$ cat config.mk
export PLATFORM = sky130hd
export DESIGN_NAME = present_key_schedule_24_core
export DESIGN_NICKNAME = d
export VERILOG_FILES = /design/src/hdl/pks24_pkg.sv /design/src/hdl/pks24_front.sv /design/src/hdl/pks24_engine.sv /design/src/hdl/present_key_schedule_24_core.sv
export SDC_FILE = /design/constraint.sdc
export NUM_CORES = 1
export LEC_CHECK = 0
export BUFFER_PORTS_ARGS = -buffer_cell sky130_fd_sc_hd__buf_2
export CAP_MARGIN = 0
export CORE_UTILIZATION = 58
export CTS_CLUSTER_DIAMETER = 40
export CTS_CLUSTER_SIZE = 12
export DETAILED_ROUTE_END_ITERATION = 16
export PLACE_DENSITY = 0.84
export SYNTH_ARGS = -nofsm -noshare
export SYNTH_HDL_FRONTEND = slang
export SYNTH_SLANG_ARGS = --single-unit
$ cat constraint.sdc
create_clock -name clk -period 3.45 [get_ports clk]
set_input_delay 0 -clock clk [delete_from_list [all_inputs] [get_ports clk]]
set_output_delay 0 -clock clk [all_outputs]
set_load 0.05 [all_outputs]
$ cat src/hdl/pks24_pkg.sv
// shared types, constants and round function for the 24-bit present key schedule
`timescale 1ns / 1ps
package pks24_pkg;

  localparam int KEY_W   = 24;
  localparam int REG_W   = 80;
  localparam int HIGH_W  = 16;
  localparam int LOW_W   = 64;
  localparam int ROUND_W = 5;

  typedef logic [KEY_W-1:0]   key_t;
  typedef logic [REG_W-1:0]   keyreg_t;
  typedef logic [ROUND_W-1:0] round_t;

  // queue head as seen by the round engine
  typedef struct packed {
    logic valid;
    key_t key;
  } qhead_t;

  typedef logic [3:0] nibble_t;
  localparam nibble_t SBOX [16] = '{
    4'hc, 4'h5, 4'h6, 4'hb, 4'h9, 4'h0, 4'ha, 4'hd,
    4'h3, 4'he, 4'hf, 4'h8, 4'h4, 4'h7, 4'h1, 4'h2
  };

  // master key sits in bits 79..56, rest cleared
  function automatic keyreg_t initial_reg(key_t key);
    keyreg_t r;
    r = {key, {(REG_W-KEY_W){1'b0}}};
    return r;
  endfunction

  // one key update: rotate left 61, s-box top nibble, round number into 19..15
  function automatic keyreg_t key_round(keyreg_t k, round_t rnd);
    keyreg_t r;
    r = {k[18:0], k[79:19]};
    r[79:76] = SBOX[r[79:76]];
    r[19:15] = r[19:15] ^ rnd;
    return r;
  endfunction

endpackage

$ cat src/hdl/pks24_front.sv
// input side: accepts master keys into a two-entry queue
`timescale 1ns / 1ps
module pks24_front (
  input  logic            clk,
  input  logic            rst_n,
  input  logic            in_valid,
  output logic            in_ready,
  input  pks24_pkg::key_t in_master_key,
  output pks24_pkg::qhead_t head,
  input  logic            pop
);
  import pks24_pkg::*;

  key_t       mem_r [2];
  logic       wr_ptr_r, wr_ptr_nxt;
  logic       rd_ptr_r, rd_ptr_nxt;
  logic [1:0] count_r, count_nxt;
  logic       push;
  logic       do_pop;

  assign in_ready   = (count_r != 2'd2);
  assign push       = in_valid && in_ready;
  assign do_pop     = pop && (count_r != 2'd0);
  assign head.valid = (count_r != 2'd0);
  assign head.key   = mem_r[rd_ptr_r];

  always_comb begin
    wr_ptr_nxt = push   ? ~wr_ptr_r : wr_ptr_r;
    rd_ptr_nxt = do_pop ? ~rd_ptr_r : rd_ptr_r;
    count_nxt  = count_r + {1'b0, push} - {1'b0, do_pop};
  end

  always_ff @(posedge clk) begin
    if (!rst_n) begin
      wr_ptr_r <= 1'b0;
      rd_ptr_r <= 1'b0;
      count_r  <= 2'd0;
    end else begin
      wr_ptr_r <= wr_ptr_nxt;
      rd_ptr_r <= rd_ptr_nxt;
      count_r  <= count_nxt;
    end
  end

  always_ff @(posedge clk) begin
    if (push) begin
      mem_r[wr_ptr_r] <= in_master_key;
    end
  end

`ifndef SYNTHESIS
  a_count_range: assert property (@(posedge clk) disable iff (!rst_n)
    count_r != 2'd3) else $error("queue count out of range");
  a_pop_nonempty: assert property (@(posedge clk) disable iff (!rst_n)
    pop |-> head.valid) else $error("pop from empty queue");
  a_ptr_match: assert property (@(posedge clk) disable iff (!rst_n)
    (count_r == 2'd0 || count_r == 2'd2) |-> (wr_ptr_r == rd_ptr_r))
    else $error("queue pointers disagree with count");
`endif

endmodule

$ cat src/hdl/pks24_engine.sv
// round engine: expands one master key into the round keys, one per cycle unless out_ready stalls
`timescale 1ns / 1ps
module pks24_engine #(
  parameter int ROUND_COUNT = 10
) (
  input  logic                    clk,
  input  logic                    rst_n,
  input  pks24_pkg::qhead_t       head,
  output logic                    pop,
  output logic                    out_valid,
  input  logic                    out_ready,
  output pks24_pkg::round_t       out_round_number,
  output pks24_pkg::keyreg_t      out_reg,
  output logic                    out_last_key
);
  import pks24_pkg::*;

  localparam round_t LAST_RND = ROUND_W'(ROUND_COUNT);

  logic    busy_r, busy_nxt;
  keyreg_t state_r, state_nxt;
  round_t  rnd_r, rnd_nxt;
  logic    ovalid_r, ovalid_nxt;
  logic    olast_r, olast_nxt;
  keyreg_t oreg_r, oreg_nxt;
  round_t  ornd_r, ornd_nxt;
  logic    out_free;
  logic    load;
  logic    step;
  round_t  rnd_inc;
  keyreg_t next_reg;

  assign out_free = !ovalid_r || out_ready;
  assign load     = !busy_r && head.valid && out_free;
  assign step     = busy_r && out_free;
  assign pop      = load;
  assign rnd_inc  = rnd_r + 1'b1;
  assign next_reg = key_round(state_r, rnd_inc);

  always_comb begin
    busy_nxt   = busy_r;
    state_nxt  = state_r;
    rnd_nxt    = rnd_r;
    ovalid_nxt = ovalid_r && !out_ready;
    oreg_nxt   = oreg_r;
    ornd_nxt   = ornd_r;
    olast_nxt  = olast_r;
    if (load) begin
      busy_nxt   = 1'b1;
      state_nxt  = initial_reg(head.key);
      rnd_nxt    = '0;
      ovalid_nxt = 1'b1;
      oreg_nxt   = initial_reg(head.key);
      ornd_nxt   = '0;
      olast_nxt  = 1'b0;
    end else if (step) begin
      state_nxt  = next_reg;
      rnd_nxt    = rnd_inc;
      ovalid_nxt = 1'b1;
      oreg_nxt   = next_reg;
      ornd_nxt   = rnd_inc;
      olast_nxt  = (rnd_inc == LAST_RND);
      busy_nxt   = (rnd_inc != LAST_RND);
    end
  end

  always_ff @(posedge clk) begin
    if (!rst_n) begin
      busy_r   <= 1'b0;
      ovalid_r <= 1'b0;
    end else begin
      busy_r   <= busy_nxt;
      ovalid_r <= ovalid_nxt;
    end
  end

  always_ff @(posedge clk) begin
    state_r <= state_nxt;
    rnd_r   <= rnd_nxt;
    oreg_r  <= oreg_nxt;
    ornd_r  <= ornd_nxt;
    olast_r <= olast_nxt;
  end

  assign out_valid        = ovalid_r;
  assign out_reg          = oreg_r;
  assign out_round_number = ornd_r;
  assign out_last_key     = olast_r;

`ifndef SYNTHESIS
  a_rnd_bound: assert property (@(posedge clk) disable iff (!rst_n)
    busy_r |-> (rnd_r < LAST_RND)) else $error("round counter past last round");
  a_last_round: assert property (@(posedge clk) disable iff (!rst_n)
    (ovalid_r && olast_r) |-> (ornd_r == LAST_RND)) else $error("last flag on wrong round");
  a_load_round0: assert property (@(posedge clk) disable iff (!rst_n)
    load |=> (ovalid_r && ornd_r == '0 && busy_r)) else $error("load did not emit round 0");
  a_no_pop_busy: assert property (@(posedge clk) disable iff (!rst_n)
    pop |-> !busy_r) else $error("queue popped while busy");
`endif

endmodule

$ cat src/hdl/present_key_schedule_24_core.sv
// top level of the 24-bit present key schedule: key queue plus round engine
`timescale 1ns / 1ps
//
// channel  | ports                                     | dir | beat
// ---------+-------------------------------------------+-----+------------------------
// input    | in_valid, in_ready, in_master_key         | in  | one master key
// result   | out_valid, out_ready, out_round_number,   | out | one round key with the
//          | out_round_key, out_register_high/low,     |     | full 80-bit register
//          | out_last_key                              |     |
//
// each master key gives ROUND_COUNT+1 result beats, one per cycle while out_ready
// stays high; the single round engine feeding the result register sets that rate
// a two-entry key queue in front takes new keys while the engine works
// first result passes through the key queue and the result register after the key beat when the engine is free
// rst_n is synchronous, active low; it empties the queue and the result register
// a stall on out_ready holds the engine; the queue fills and then drops in_ready
module present_key_schedule_24_core #(
  parameter int ROUND_COUNT = 10
) (
  input  logic                       clk,
  input  logic                       rst_n,
  input  logic                       in_valid,
  output logic                       in_ready,
  input  logic [23:0]                in_master_key,
  output logic                       out_valid,
  input  logic                       out_ready,
  output logic [4:0]                 out_round_number,
  output logic [23:0]                out_round_key,
  output logic [15:0]                out_register_high,
  output logic [63:0]                out_register_low,
  output logic                       out_last_key
);
  import pks24_pkg::*;

  qhead_t  head;      // front queue head toward the engine
  logic    pop;       // engine takes the head key
  keyreg_t out_reg;   // full 80-bit key register of the current beat

  pks24_front u_front (
    .clk           (clk),
    .rst_n         (rst_n),
    .in_valid      (in_valid),
    .in_ready      (in_ready),
    .in_master_key (in_master_key),
    .head          (head),
    .pop           (pop)
  );

  pks24_engine #(
    .ROUND_COUNT (ROUND_COUNT)
  ) u_engine (
    .clk              (clk),
    .rst_n            (rst_n),
    .head             (head),
    .pop              (pop),
    .out_valid        (out_valid),
    .out_ready        (out_ready),
    .out_round_number (out_round_number),
    .out_reg          (out_reg),
    .out_last_key     (out_last_key)
  );

  // round key is register bits 39..16
  assign out_round_key     = out_reg[39:16];
  assign out_register_high = out_reg[79:64];
  assign out_register_low  = out_reg[63:0];

endmodule

=== Yosys cells after proc, flatten, opt, wreduce, memory -nomap -nowiden ===
Memories as Yosys holds them, arrays and structs flattened. A register that Yosys moved wholly into a read port is not among the register bits.
Index checks and enable logic that the tools add are counted.

* Memory bits (writable): 48
* ROM bits: 64
* Register bits: 92
* Memories kept: 2
* Latch bits: 0

{| class="wikitable"
|+ Memories
! name !! depth !! width !! rd ports !! clocked after memory_dff !! write ports !! line !! source
|-
| (name not given) || 16 || 4 || 1 || 0 || 0 || pks24_pkg.sv:38 || <nowiki>r[79:76] = SBOX[r[79:76]];</nowiki>
|-
| u_front.mem_r || 2 || 24 || 1 || 1 || 1 || pks24_front.sv:14 || <nowiki>key_t mem_r [2];</nowiki>
|}

* Add/subtract/negate cells: 3
* Magnitude comparators: 1
* Multiply operators: 0
* Reduce and logical (&&, ||, !) cells: 12
* Bitwise logic cells: 4
* Multiplexer cells: 12
* Equal/unequal tests: 3
* Shift operators: 0
* Div/mod/pow operators: 0

{| class="wikitable"
|+ Operator list
! cell !! count
|-
| 80-bit two-way mux || 2
|-
| 1-bit two-way mux || 8
|-
| 4-bit two-way mux || 2
|-
| 1-bit logical AND || 6
|-
| 5-bit by 1-bit adder with 5-bit output, second input constant || 1
|-
| 5-bit by 4-bit equality test with 1-bit output, second input constant || 1
|-
| 5-bit greater-or-equal comparator, second input constant || 1
|-
| 5-bit by 4-bit != test with 1-bit output, second input constant || 1
|-
| 4-bit NOT with 5-bit output || 1
|-
| 5-bit XOR || 1
|-
| 2-bit nonzero test || 2
|-
| 1-bit zero test || 3
|-
| 2-bit by 1-bit adder with 2-bit output || 1
|-
| 2-bit != test, second input constant || 1
|-
| 1-bit NOT || 2
|-
| 2-bit by 1-bit subtractor with 2-bit output || 1
|-
| 1-bit logical OR || 1
|}

=== Depth between registers and ports, before layout ===
Gate-level depths: netlist (run 1).

* Depth in word-level cells: 6
* Gate-level depth with buffers: 10

=== By module ===
From an unflattened synthesis (run 1), not the netlist that was laid out.

* Cells, all modules: 450
* Area total of the unflattened synthesis: 6138.4 µm²

{| class="wikitable"
|+ By module, submodules not included
! module !! cells an instance !! instances !! area each (µm²) !! sequential area each (µm²)
|-
| pks24_engine || 327 || 1 || 3885.0 || 2001.9
|-
| pks24_front || 99 || 1 || 2073.2 || 1541.5
|-
| present_key_schedule_24_core || 24 || 1 || 180.2 || 0.0
|}

=== Worst setup path before layout (run 1) ===
Ideal clock, no wire load.

* Path kind: register -> register
* Start: reg u_front.count_r[0]
* End: mem u_front.mem_r[0][0] (netlist bit), enable pin
* Path slack: 0.996 ns
* Clock period less this slack: 2.454 ns
* Data arrival time: 2.049 ns
* Data required time: 3.045 ns
* Stages on the path, launching flop included: 4
* Buffers on the path: 0
* Cells stage by stage: dfxtp_1 nand2b_1 nand2_1 nor2_1

* Word-level cells in the longest chain between the ends: 4

{| class="wikitable"
|+ RTL lines
! what !! line !! source
|-
| start, declared || pks24_front.sv:17 || <nowiki>logic [1:0] count_r, count_nxt;</nowiki>
|-
| start signal, assigned || pks24_front.sv:41 || <nowiki>count_r <= count_nxt;</nowiki>
|-
| 2-bit != test || pks24_front.sv:21 || <nowiki>assign in_ready = (count_r != 2'd2);</nowiki>
|-
| net in_ready || present_key_schedule_24_core.sv:23 || <nowiki>output logic in_ready,</nowiki>
|-
| 1-bit logical AND || pks24_front.sv:22 || <nowiki>assign push = in_valid && in_ready;</nowiki>
|-
| 1-bit two-way mux || pks24_front.sv:46 || <nowiki>if (push) begin</nowiki>
|-
| 1-bit two-way mux (implied by the code) || pks24_front.sv:47 || <nowiki>mem_r[wr_ptr_r] <= in_master_key;</nowiki>
|-
| end, declared || pks24_front.sv:14 ||
|}

The timed path passes the listed nets, and every way through them passes these cells.

=== Worst setup path in the final report (run 1) ===
* Start: reg u_engine.ovalid_r, in the netlist u_engine.out_valid
* End: reg u_front.count_r[1]

* Word-level cells in the longest chain between the ends: 5

{| class="wikitable"
|+ RTL lines
! what !! line !! source
|-
| start, declared || pks24_engine.sv:23 || <nowiki>logic ovalid_r, ovalid_nxt;</nowiki>
|-
| start signal, assigned || pks24_engine.sv:73 || <nowiki>ovalid_r <= ovalid_nxt;</nowiki>
|-
| 1-bit zero test || pks24_engine.sv:33 || <nowiki>assign out_free = !ovalid_r || out_ready;</nowiki>
|-
| 1-bit logical OR || pks24_engine.sv:33 ||
|-
| 1-bit logical AND || pks24_engine.sv:34 || <nowiki>assign load = !busy_r && head.valid && out_free;</nowiki>
|-
| 1-bit logical AND || pks24_front.sv:23 || <nowiki>assign do_pop = pop && (count_r != 2'd0);</nowiki>
|-
| net u_front.do_pop || pks24_front.sv:19 || <nowiki>logic do_pop;</nowiki>
|-
| 2-bit by 1-bit subtractor with 2-bit output || pks24_front.sv:30 || <nowiki>count_nxt = count_r + {1'b0, push} - {1'b0, do_pop};</nowiki>
|}

The timed path passes the listed nets, and every way through them passes these cells.
A chain may end at the register's enable or synchronous reset.

==> results_tabular.tex, run 1 <==
\begin{tabular}{lr}
\hline
Metric & Value \\
\hline
\multicolumn{2}{l}{\textbf{STA}} \\
Max frequency & 0.457 GHz \\
Relative slew slack & 0.199 \\
Number of pins with negative max-slew slack in the final report & 0 \\
Final worst path period share & 0.634 \\
Worst-Margin Slew & 1.20 ns \\
Minimum clock period after layout & 2.19 ns \\
Unrepaired setup endpoints after global routing & false \\
Count of final setup violators & 0 \\
Number of hold violations in the final report & 0 \\
Clock Skews & 0.0136 ns \\
Setup TNS & 0 ns \\
\multicolumn{2}{l}{\textbf{Setup path}} \\
Family with the most delay on the worst path & buffers and inverters \\
Data arrival, critical path & 2.58 ns \\
FF-to-FF setup slack & 1.26 ns \\
Setup Crit Path Kind & reg2reg \\
Number of buffer and inverter instances along the worst setup path & 3 \\
Crit path capture type & flip-flop \\
WP data required & 3.85 ns \\
Max Fanout on Critical Path & 26 \\
Highest cell delay on the worst timing path & 0.39 ns \\
Library cell contributing the largest single delay on the critical path & sky130\_fd\_sc\_hd\_\_dfxtp\_1 \\
Startpoint kind of the worst setup timing path & flip-flop \\
Critical Path, Cell by Cell & nor2b\_4, or3\_1, buf\_4, inv\_1, ha\_1, inv\_1, ha\_1, xnor2\_1, xnor2\_1, and2\_1 \\
\multicolumn{2}{l}{\textbf{Yosys}} \\
Share of the yosys chip area belonging to registers & 0.588 \\
Area of the mapped netlist & 6020 um2 \\
Synthesized-area fraction occupied by and/or/nand/nor cells & 0.0478 \\
Commonest register cell after synthesis & sky130\_fd\_sc\_hd\_\_edfxtp\_1 \\
Synthesized area divided by synthesized cell count & 12.8 um2 \\
Combinational family with the most area after synthesis & buffers and inverters \\
Area share of the leading cell type in the synthesized netlist & 0.359 \\
Synthesized-area fraction occupied by adder cells & 0.0187 \\
Count of flip-flops with a built-in enable after synthesis & 72 \\
Unique cell type count in the Yosys netlist & 40 \\
Yosys top cell by area & sky130\_fd\_sc\_hd\_\_edfxtp\_1 \\
Flop and latch count out of synthesis & 141 \\
Synthesized-area fraction occupied by xor and xnor cells & 0.0216 \\
Synth top cells by count & sky130\_fd\_sc\_hd\_\_buf\_4 (96), sky130\_fd\_sc\_hd\_\_edfxtp\_1 (72), sky130\_fd\_sc\_hd\_\_dfxtp\_1 (69) \\
Top-count cell post-synth & sky130\_fd\_sc\_hd\_\_buf\_4 \\
Share of cell area taken by muxes after synthesis & 0.0474 \\
Number of cells produced by synthesis & 469 \\
Net count after synthesis & 506 \\
Leading post-synthesis cells by cell area & sky130\_fd\_sc\_hd\_\_edfxtp\_1 (36\%), sky130\_fd\_sc\_hd\_\_dfxtp\_1 (23\%), sky130\_fd\_sc\_hd\_\_buf\_4 (12\%) \\
Compound-Gate Fraction of Synth Area & 0.126 \\
Synthesis Warnings & 0 \\
Async SR Flop Fraction & 0 \\
\multicolumn{2}{l}{\textbf{GRT}} \\
GRT overflow & 0 \\
Number of global-route vias before repair & 3,601 \\
Met1 usage & 0.273 \\
Total track usage & 0.227 \\
Pin count of the biggest net entering global routing & 60 \\
Met3 Resource Use GR & 0.0627 \\
Routing layer with the top usage in global route & met2 \\
Global-route wire length before repair & 18,700 um \\
Met2 layer usage reported by global route & 0.372 \\
Antenna violations before repair & 0 \\
\multicolumn{2}{l}{\textbf{Die}} \\
Total die area & 10,800 um2 \\
Starting density of the core & 0.608 \\
DIE HEIGHT & 104 um \\
Floorplan row count & 36 \\
Number of ports placed on the die boundary & 140 \\
Overall die width & 104 um \\
Area of the core & 9910 um2 \\
\multicolumn{2}{l}{\textbf{Clock tree}} \\
CTS H-tree depth & 4 \\
Number of buffers inserted during clock tree synthesis & 17 \\
Clock latency on the worst-skew pair & 0.50 ns \\
Sink Count & 141 \\
CTS tree & built \\
Clock transition at the registers of the reported paths & 0.07 ns \\
Clock Path Buffers & 2 \\
Post-CTS Resized & 0 \\
Library cell used as clock root buffer & sky130\_fd\_sc\_hd\_\_clkbuf\_8 \\
\multicolumn{2}{l}{\textbf{Finish}} \\
Post-route core utilization & 0.701 \\
Final Non-Filler Cells & 686 \\
Flip-flop count of the largest register, all copies and words added & 80 \\
Layout filler cell count & 703 \\
Final net count & 577 \\
Antenna Cells & 0 \\
Share of final-layout standard cells stronger than drive strength 1 & 0.371 \\
Synth-to-Final Area Change & 15.4\% \\
Area of all placed cells without fillers & 6950 um2 \\
\multicolumn{2}{l}{\textbf{Detailed routing}} \\
Wire per inst & 17.5 um \\
Number of optimization iterations in the first detailed-route pass & 5 \\
Number of nets still failing antenna checks after routing & 0 \\
Via/cell ratio & 5.38 \\
Remaining DRCs & 0 \\
Number of DRC markers after the initial detailed-route iteration & 240 \\
Final WL & 12,000 um \\
Routed vias & 3,690 \\
\multicolumn{2}{l}{\textbf{Placed design}} \\
Placed Area & 6060 um2 \\
Placed instance count & 627 \\
DP Wirelength & 7780 um \\
Placer's final routability congestion estimate & 0.862 \\
PortBufs & 139 \\
\multicolumn{2}{l}{\textbf{Flow run}} \\
Max-capacitance violation count & 0 \\
\multicolumn{2}{l}{\textbf{Hold path}} \\
Class of the tightest hold or removal check & in2reg \\
\multicolumn{2}{l}{\textbf{Run status}} \\
Run status & finished clean \\
\hline
\end{tabular}
area by class of cell:
class                   instances  area (um2)  area share
flip-flops and latches        141        3540       0.510
multi-input cells             199        1580       0.228
repair buffers                171        1000       0.144
clock buffers                  21         493      0.0709
well taps                     133         166      0.0239
clock inverters                11         125      0.0180
inverters                      10        37.5     0.00540
cells by family after synthesis:
family	count (synthesis)
DFF	141
buffers and inverters	129
AOI/OAI and AO/OA	94
and+or+nand+nor	56
muxes	26
xor gates and xnor gates	14
adders and majority gates	9
metal layers:
metal,share of wire,vias up
met5,0,-
met4,0.023,0
met3,0.060,22
met2,0.50,133
met1,0.42,1808
li1,-,1727
final timing paths:
| kind | from | cells after the start | to |
|---|---|---|---|
| setup / recovery | u_engine.out_valid | 10 | u_front.count_r[1] |
| hold / removal | out_ready | 5 | u_engine.rnd_r[2] |
| setup reg to reg | u_engine.out_valid | 10 | u_front.count_r[1] |
| hold reg to reg | u_engine.out_last_key | 1 | u_engine.out_last_key |
what timing repair did:
item                                   CTS  global route
setup endpoints to repair                0             0
endpoints found under the hold margin   55             0
setup buffers                            0             0
hold buffers                            27             0
stage by stage:
stage | hold WS (ns) | setup slack, ns
after floorplan | 0.0989 | 0.996
after global placement | 0.189 | 1.32
after detailed placement | 0.193 | 1.25
after CTS | 0.0269 | 1.23
after global routing | 0.0598 | 1.15
final | 0.0547 | 1.26
layout by cell type (no fill, tap or decap), types with 2 or more instances in the layout:
| cell | instances |
|---|---|
| sky130_fd_sc_hd__clkbuf_16 | 19 |
| sky130_fd_sc_hd__a21oi_1 | 3 |
| sky130_fd_sc_hd__nand2_1 | 27 |
| sky130_fd_sc_hd__a22o_1 | 51 |
| sky130_fd_sc_hd__and3_1 | 2 |
| sky130_fd_sc_hd__o21ai_2 | 19 |
| sky130_fd_sc_hd__o22ai_1 | 6 |
| sky130_fd_sc_hd__inv_1 | 9 |
| sky130_fd_sc_hd__xnor2_1 | 7 |
| sky130_fd_sc_hd__dlygate4sd3_1 | 27 |
| sky130_fd_sc_hd__clkinv_2 | 3 |
| sky130_fd_sc_hd__and2_1 | 5 |
| sky130_fd_sc_hd__o21ai_0 | 8 |
| sky130_fd_sc_hd__bufinv_16 | 2 |
| sky130_fd_sc_hd__nand3_1 | 3 |
| sky130_fd_sc_hd__mux4_2 | 2 |
| sky130_fd_sc_hd__ha_1 | 9 |
| sky130_fd_sc_hd__or3_1 | 2 |
| sky130_fd_sc_hd__mux2i_1 | 24 |
| sky130_fd_sc_hd__buf_2 | 139 |
| sky130_fd_sc_hd__buf_4 | 5 |
| sky130_fd_sc_hd__dfxtp_1 | 69 |
| sky130_fd_sc_hd__inv_6 | 2 |
| sky130_fd_sc_hd__nand4_1 | 2 |
| sky130_fd_sc_hd__a211oi_1 | 2 |
| sky130_fd_sc_hd__edfxtp_1 | 72 |
| sky130_fd_sc_hd__xor2_1 | 6 |
| sky130_fd_sc_hd__nor2_1 | 6 |
| sky130_fd_sc_hd__clkinv_4 | 3 |
worst register-to-register path: cells and delay by family (launching register included):
kind | cells | cell delay, ns
DFF | 1 | 0.39
xor gates and xnor gates | 2 | 0.26
buffers and inverters | 3 | 0.54
and+or+nand+nor | 3 | 0.42
adders and majority gates | 2 | 0.48
Power of run 1 is left out: the tool's default activity adds up to more than one toggle a clock period on the data nets, which glitch-free logic cannot reach.
==> run 2: changes to the inputs <==
--- a/config.mk
+++ b/config.mk
@@ -7,11 +7,11 @@
 export LEC_CHECK = 0
 export BUFFER_PORTS_ARGS = -buffer_cell sky130_fd_sc_hd__buf_2
 export CAP_MARGIN = 0
-export CORE_UTILIZATION = 58
+export CORE_UTILIZATION = 54
 export CTS_CLUSTER_DIAMETER = 40
 export CTS_CLUSTER_SIZE = 12
 export DETAILED_ROUTE_END_ITERATION = 16
-export PLACE_DENSITY = 0.84
+export PLACE_DENSITY = 0.79
 export SYNTH_ARGS = -nofsm -noshare
 export SYNTH_HDL_FRONTEND = slang
 export SYNTH_SLANG_ARGS = --single-unit
==> constraint.sdc (replaced) <==
create_clock -name clk -period 2.3 [get_ports clk]
set_input_delay 0 -clock clk [delete_from_list [all_inputs] [get_ports clk]]
set_output_delay 0 -clock clk [all_outputs]
set_load 0.05 [all_outputs]
==> run 2 against run 1 <==
  * Die area increased by 7.3%
  * Cell count increased by 1.2%
  * Utilization decreased by 6.3 points
  * Sequential share of layout area increased by 0.20 points
  * Via count decreased by 1.0%
  * Non-clock buffer count increased by 1
  * Register-to-register slack got worse by 0.80 ns
  * Cell area decreased by 0.40%
  * Critical path depth decreased by 1
  * Clock skew decreased by 0.0037 ns
  * Critical path type unchanged
  * Highest routed layer unchanged
==> results_tabular.tex, run 2 (synthesis results as in run 1) <==
\begin{tabular}{lr}
\hline
Metric & Value \\
\hline
\multicolumn{2}{l}{\textbf{Run status}} \\
Run status & finished clean \\
\multicolumn{2}{l}{\textbf{GRT}} \\
GRT overflow & 0 \\
Total track usage & 0.210 \\
Pin count of the biggest net entering global routing & 73 \\
Number of global-route vias before repair & 3,379 \\
Antenna violations before repair & 0 \\
Global-route wire length before repair & 17,800 um \\
\multicolumn{2}{l}{\textbf{STA}} \\
Unrepaired setup endpoints after global routing & false \\
Max frequency & 0.546 GHz \\
Minimum clock period after layout & 1.83 ns \\
Post-route worst setup slack & 0.467 ns \\
Setup TNS & 0 ns \\
Worst-Margin Slew & 0.591 ns \\
Relative slew slack & 0.605 \\
Clock Skews & 0.00995 ns \\
Final worst path period share & 0.797 \\
Number of pins with negative max-slew slack in the final report & 0 \\
Hold WS & 0.0379 ns \\
Count of final setup violators & 0 \\
Number of hold violations in the final report & 0 \\
\multicolumn{2}{l}{\textbf{Hold path}} \\
Class of the tightest hold or removal check & in2reg \\
HP Start & out\_ready \\
\multicolumn{2}{l}{\textbf{Setup path}} \\
Family with the most delay on the worst path & simple AND/OR/NAND/NOR gates \\
Startpoint kind of the worst setup timing path & flip-flop \\
Crit path capture type & flip-flop \\
FF-to-FF Start & u\_engine.out\_valid \\
Setup Crit Path Kind & reg2reg \\
WP data required & 2.72 ns \\
Library cell contributing the largest single delay on the critical path & sky130\_fd\_sc\_hd\_\_or3\_1 \\
Max Fanout on Critical Path & 3 \\
Number of buffer and inverter instances along the worst setup path & 2 \\
Critical path startpoint & u\_engine.out\_valid \\
Critical Path, Cell by Cell & nor2b\_4, or3\_1, inv\_1, ha\_1, inv\_1, ha\_1, xnor2\_1, xnor2\_1, and2\_1 \\
Data arrival, critical path & 2.25 ns \\
Highest cell delay on the worst timing path & 0.35 ns \\
\multicolumn{2}{l}{\textbf{Placed design}} \\
Placer's final routability congestion estimate & 0.874 \\
PortBufs & 139 \\
Post-Place Worst Slack & 0.476 ns \\
DP Wirelength & 7830 um \\
Placed Area & 6100 um2 \\
\multicolumn{2}{l}{\textbf{Detailed routing}} \\
Final WL & 11,600 um \\
Via/cell ratio & 5.26 \\
Number of DRC markers after the initial detailed-route iteration & 288 \\
Number of nets still failing antenna checks after routing & 0 \\
Number of optimization iterations in the first detailed-route pass & 5 \\
Remaining DRCs & 0 \\
Routed vias & 3,652 \\
Wire per inst & 16.7 um \\
\multicolumn{2}{l}{\textbf{Die}} \\
Floorplan row count & 38 \\
DIE HEIGHT & 108 um \\
Number of ports placed on the die boundary & 140 \\
Total die area & 11,600 um2 \\
Overall die width & 108 um \\
Area of the core & 10,800 um2 \\
Starting density of the core & 0.556 \\
\multicolumn{2}{l}{\textbf{Finish}} \\
Share of final-layout standard cells stronger than drive strength 1 & 0.365 \\
Most common cell after layout, fill and taps aside & sky130\_fd\_sc\_hd\_\_buf\_2 \\
Area of all placed cells without fillers & 6920 um2 \\
Antenna Cells & 0 \\
Final net count & 578 \\
Flip-flop count of the largest register, all copies and words added & 80 \\
Synth-to-Final Area Change & 14.9\% \\
Highest-count cells in the layout ignoring fill and taps & sky130\_fd\_sc\_hd\_\_buf\_2 (139), sky130\_fd\_sc\_hd\_\_edfxtp\_1 (72), sky130\_fd\_sc\_hd\_\_dfxtp\_1 (69) \\
Layout filler cell count & 858 \\
\multicolumn{2}{l}{\textbf{Clock tree}} \\
Clock latency on the worst-skew pair & 0.53 ns \\
Clock Path Buffers & 2 \\
Number of buffers inserted during clock tree synthesis & 17 \\
Sink Count & 141 \\
CTS H-tree depth & 4 \\
Clock transition at the registers of the reported paths & 0.06 ns \\
CTS tree & built \\
Library cell used as clock root buffer & sky130\_fd\_sc\_hd\_\_clkbuf\_8 \\
\multicolumn{2}{l}{\textbf{Flow run}} \\
Max-capacitance violation count & 0 \\
\hline
\end{tabular}
[run 2: cell count changes in the layout (fill, tap and decap cells not counted), sizes merged]
cell,before,now
clkinvlp,0,2
inv,13,10
buf,144,145
clkinv,6,7
[run 2: worst paths after layout]
kind | to | slack (ns) | cells after the start
max | u_front.count_r[1] | 0.47 | 9
min | u_engine.rnd_r[2] | 0.04 | 5
max reg2reg | u_front.count_r[1] | 0.47 | 9
min reg2reg | u_engine.out_last_key | 0.45 | 1
[run 2: metal layers]
layer | global-route usage | vias up | routed length (um)
li1 | - | 1731 | -
met2 | 0.331 | 119 | 5590
met4 | 0.0988 | 0 | 281
met5 | 0 | - | 0
met1 | 0.267 | 1778 | 5060
met3 | 0.0569 | 24 | 633
[run 2: what timing repair did]
item                                    in CTS  in global routing
gates resized for setup                      0                  0
endpoints found under the setup margin       0                  0
endpoints found under the hold margin       55                  0
hold buffers                                27                  0
setup buffers                                0                  0
[run 2: area by class of cell]
class | count | area [um2] | share of cell area
multi-input combinational | 199 | 1580 | 0.228
tap | 140 | 175 | 0.0253
clock buffer | 21 | 429 | 0.0620
clock inverter | 11 | 120 | 0.0174
sequential | 141 | 3540 | 0.512
timing repair buffer | 172 | 1040 | 0.150
inverter | 10 | 37.5 | 0.00542
[run 2: stage by stage]
| step | std cells | utilization |
|---|---|---|
| 3_5_place_dp | 635 | 0.563 |
| 5_1_grt | 694 | 0.639 |
| 3_3_place_gp | 635 | 0.563 |
| 2_1_floorplan | 469 | - |
| 4_1_cts | 694 | 0.639 |
| 6_report | 694 | 0.639 |
[run 2: tightest hold or removal path, delay by kind of cell]
kind | cells | cell delay, ns
buffers and inverters | 2 | 0.19
and+or+nand+nor | 3 | 0.33
Power of run 2 is left out for the same reason.
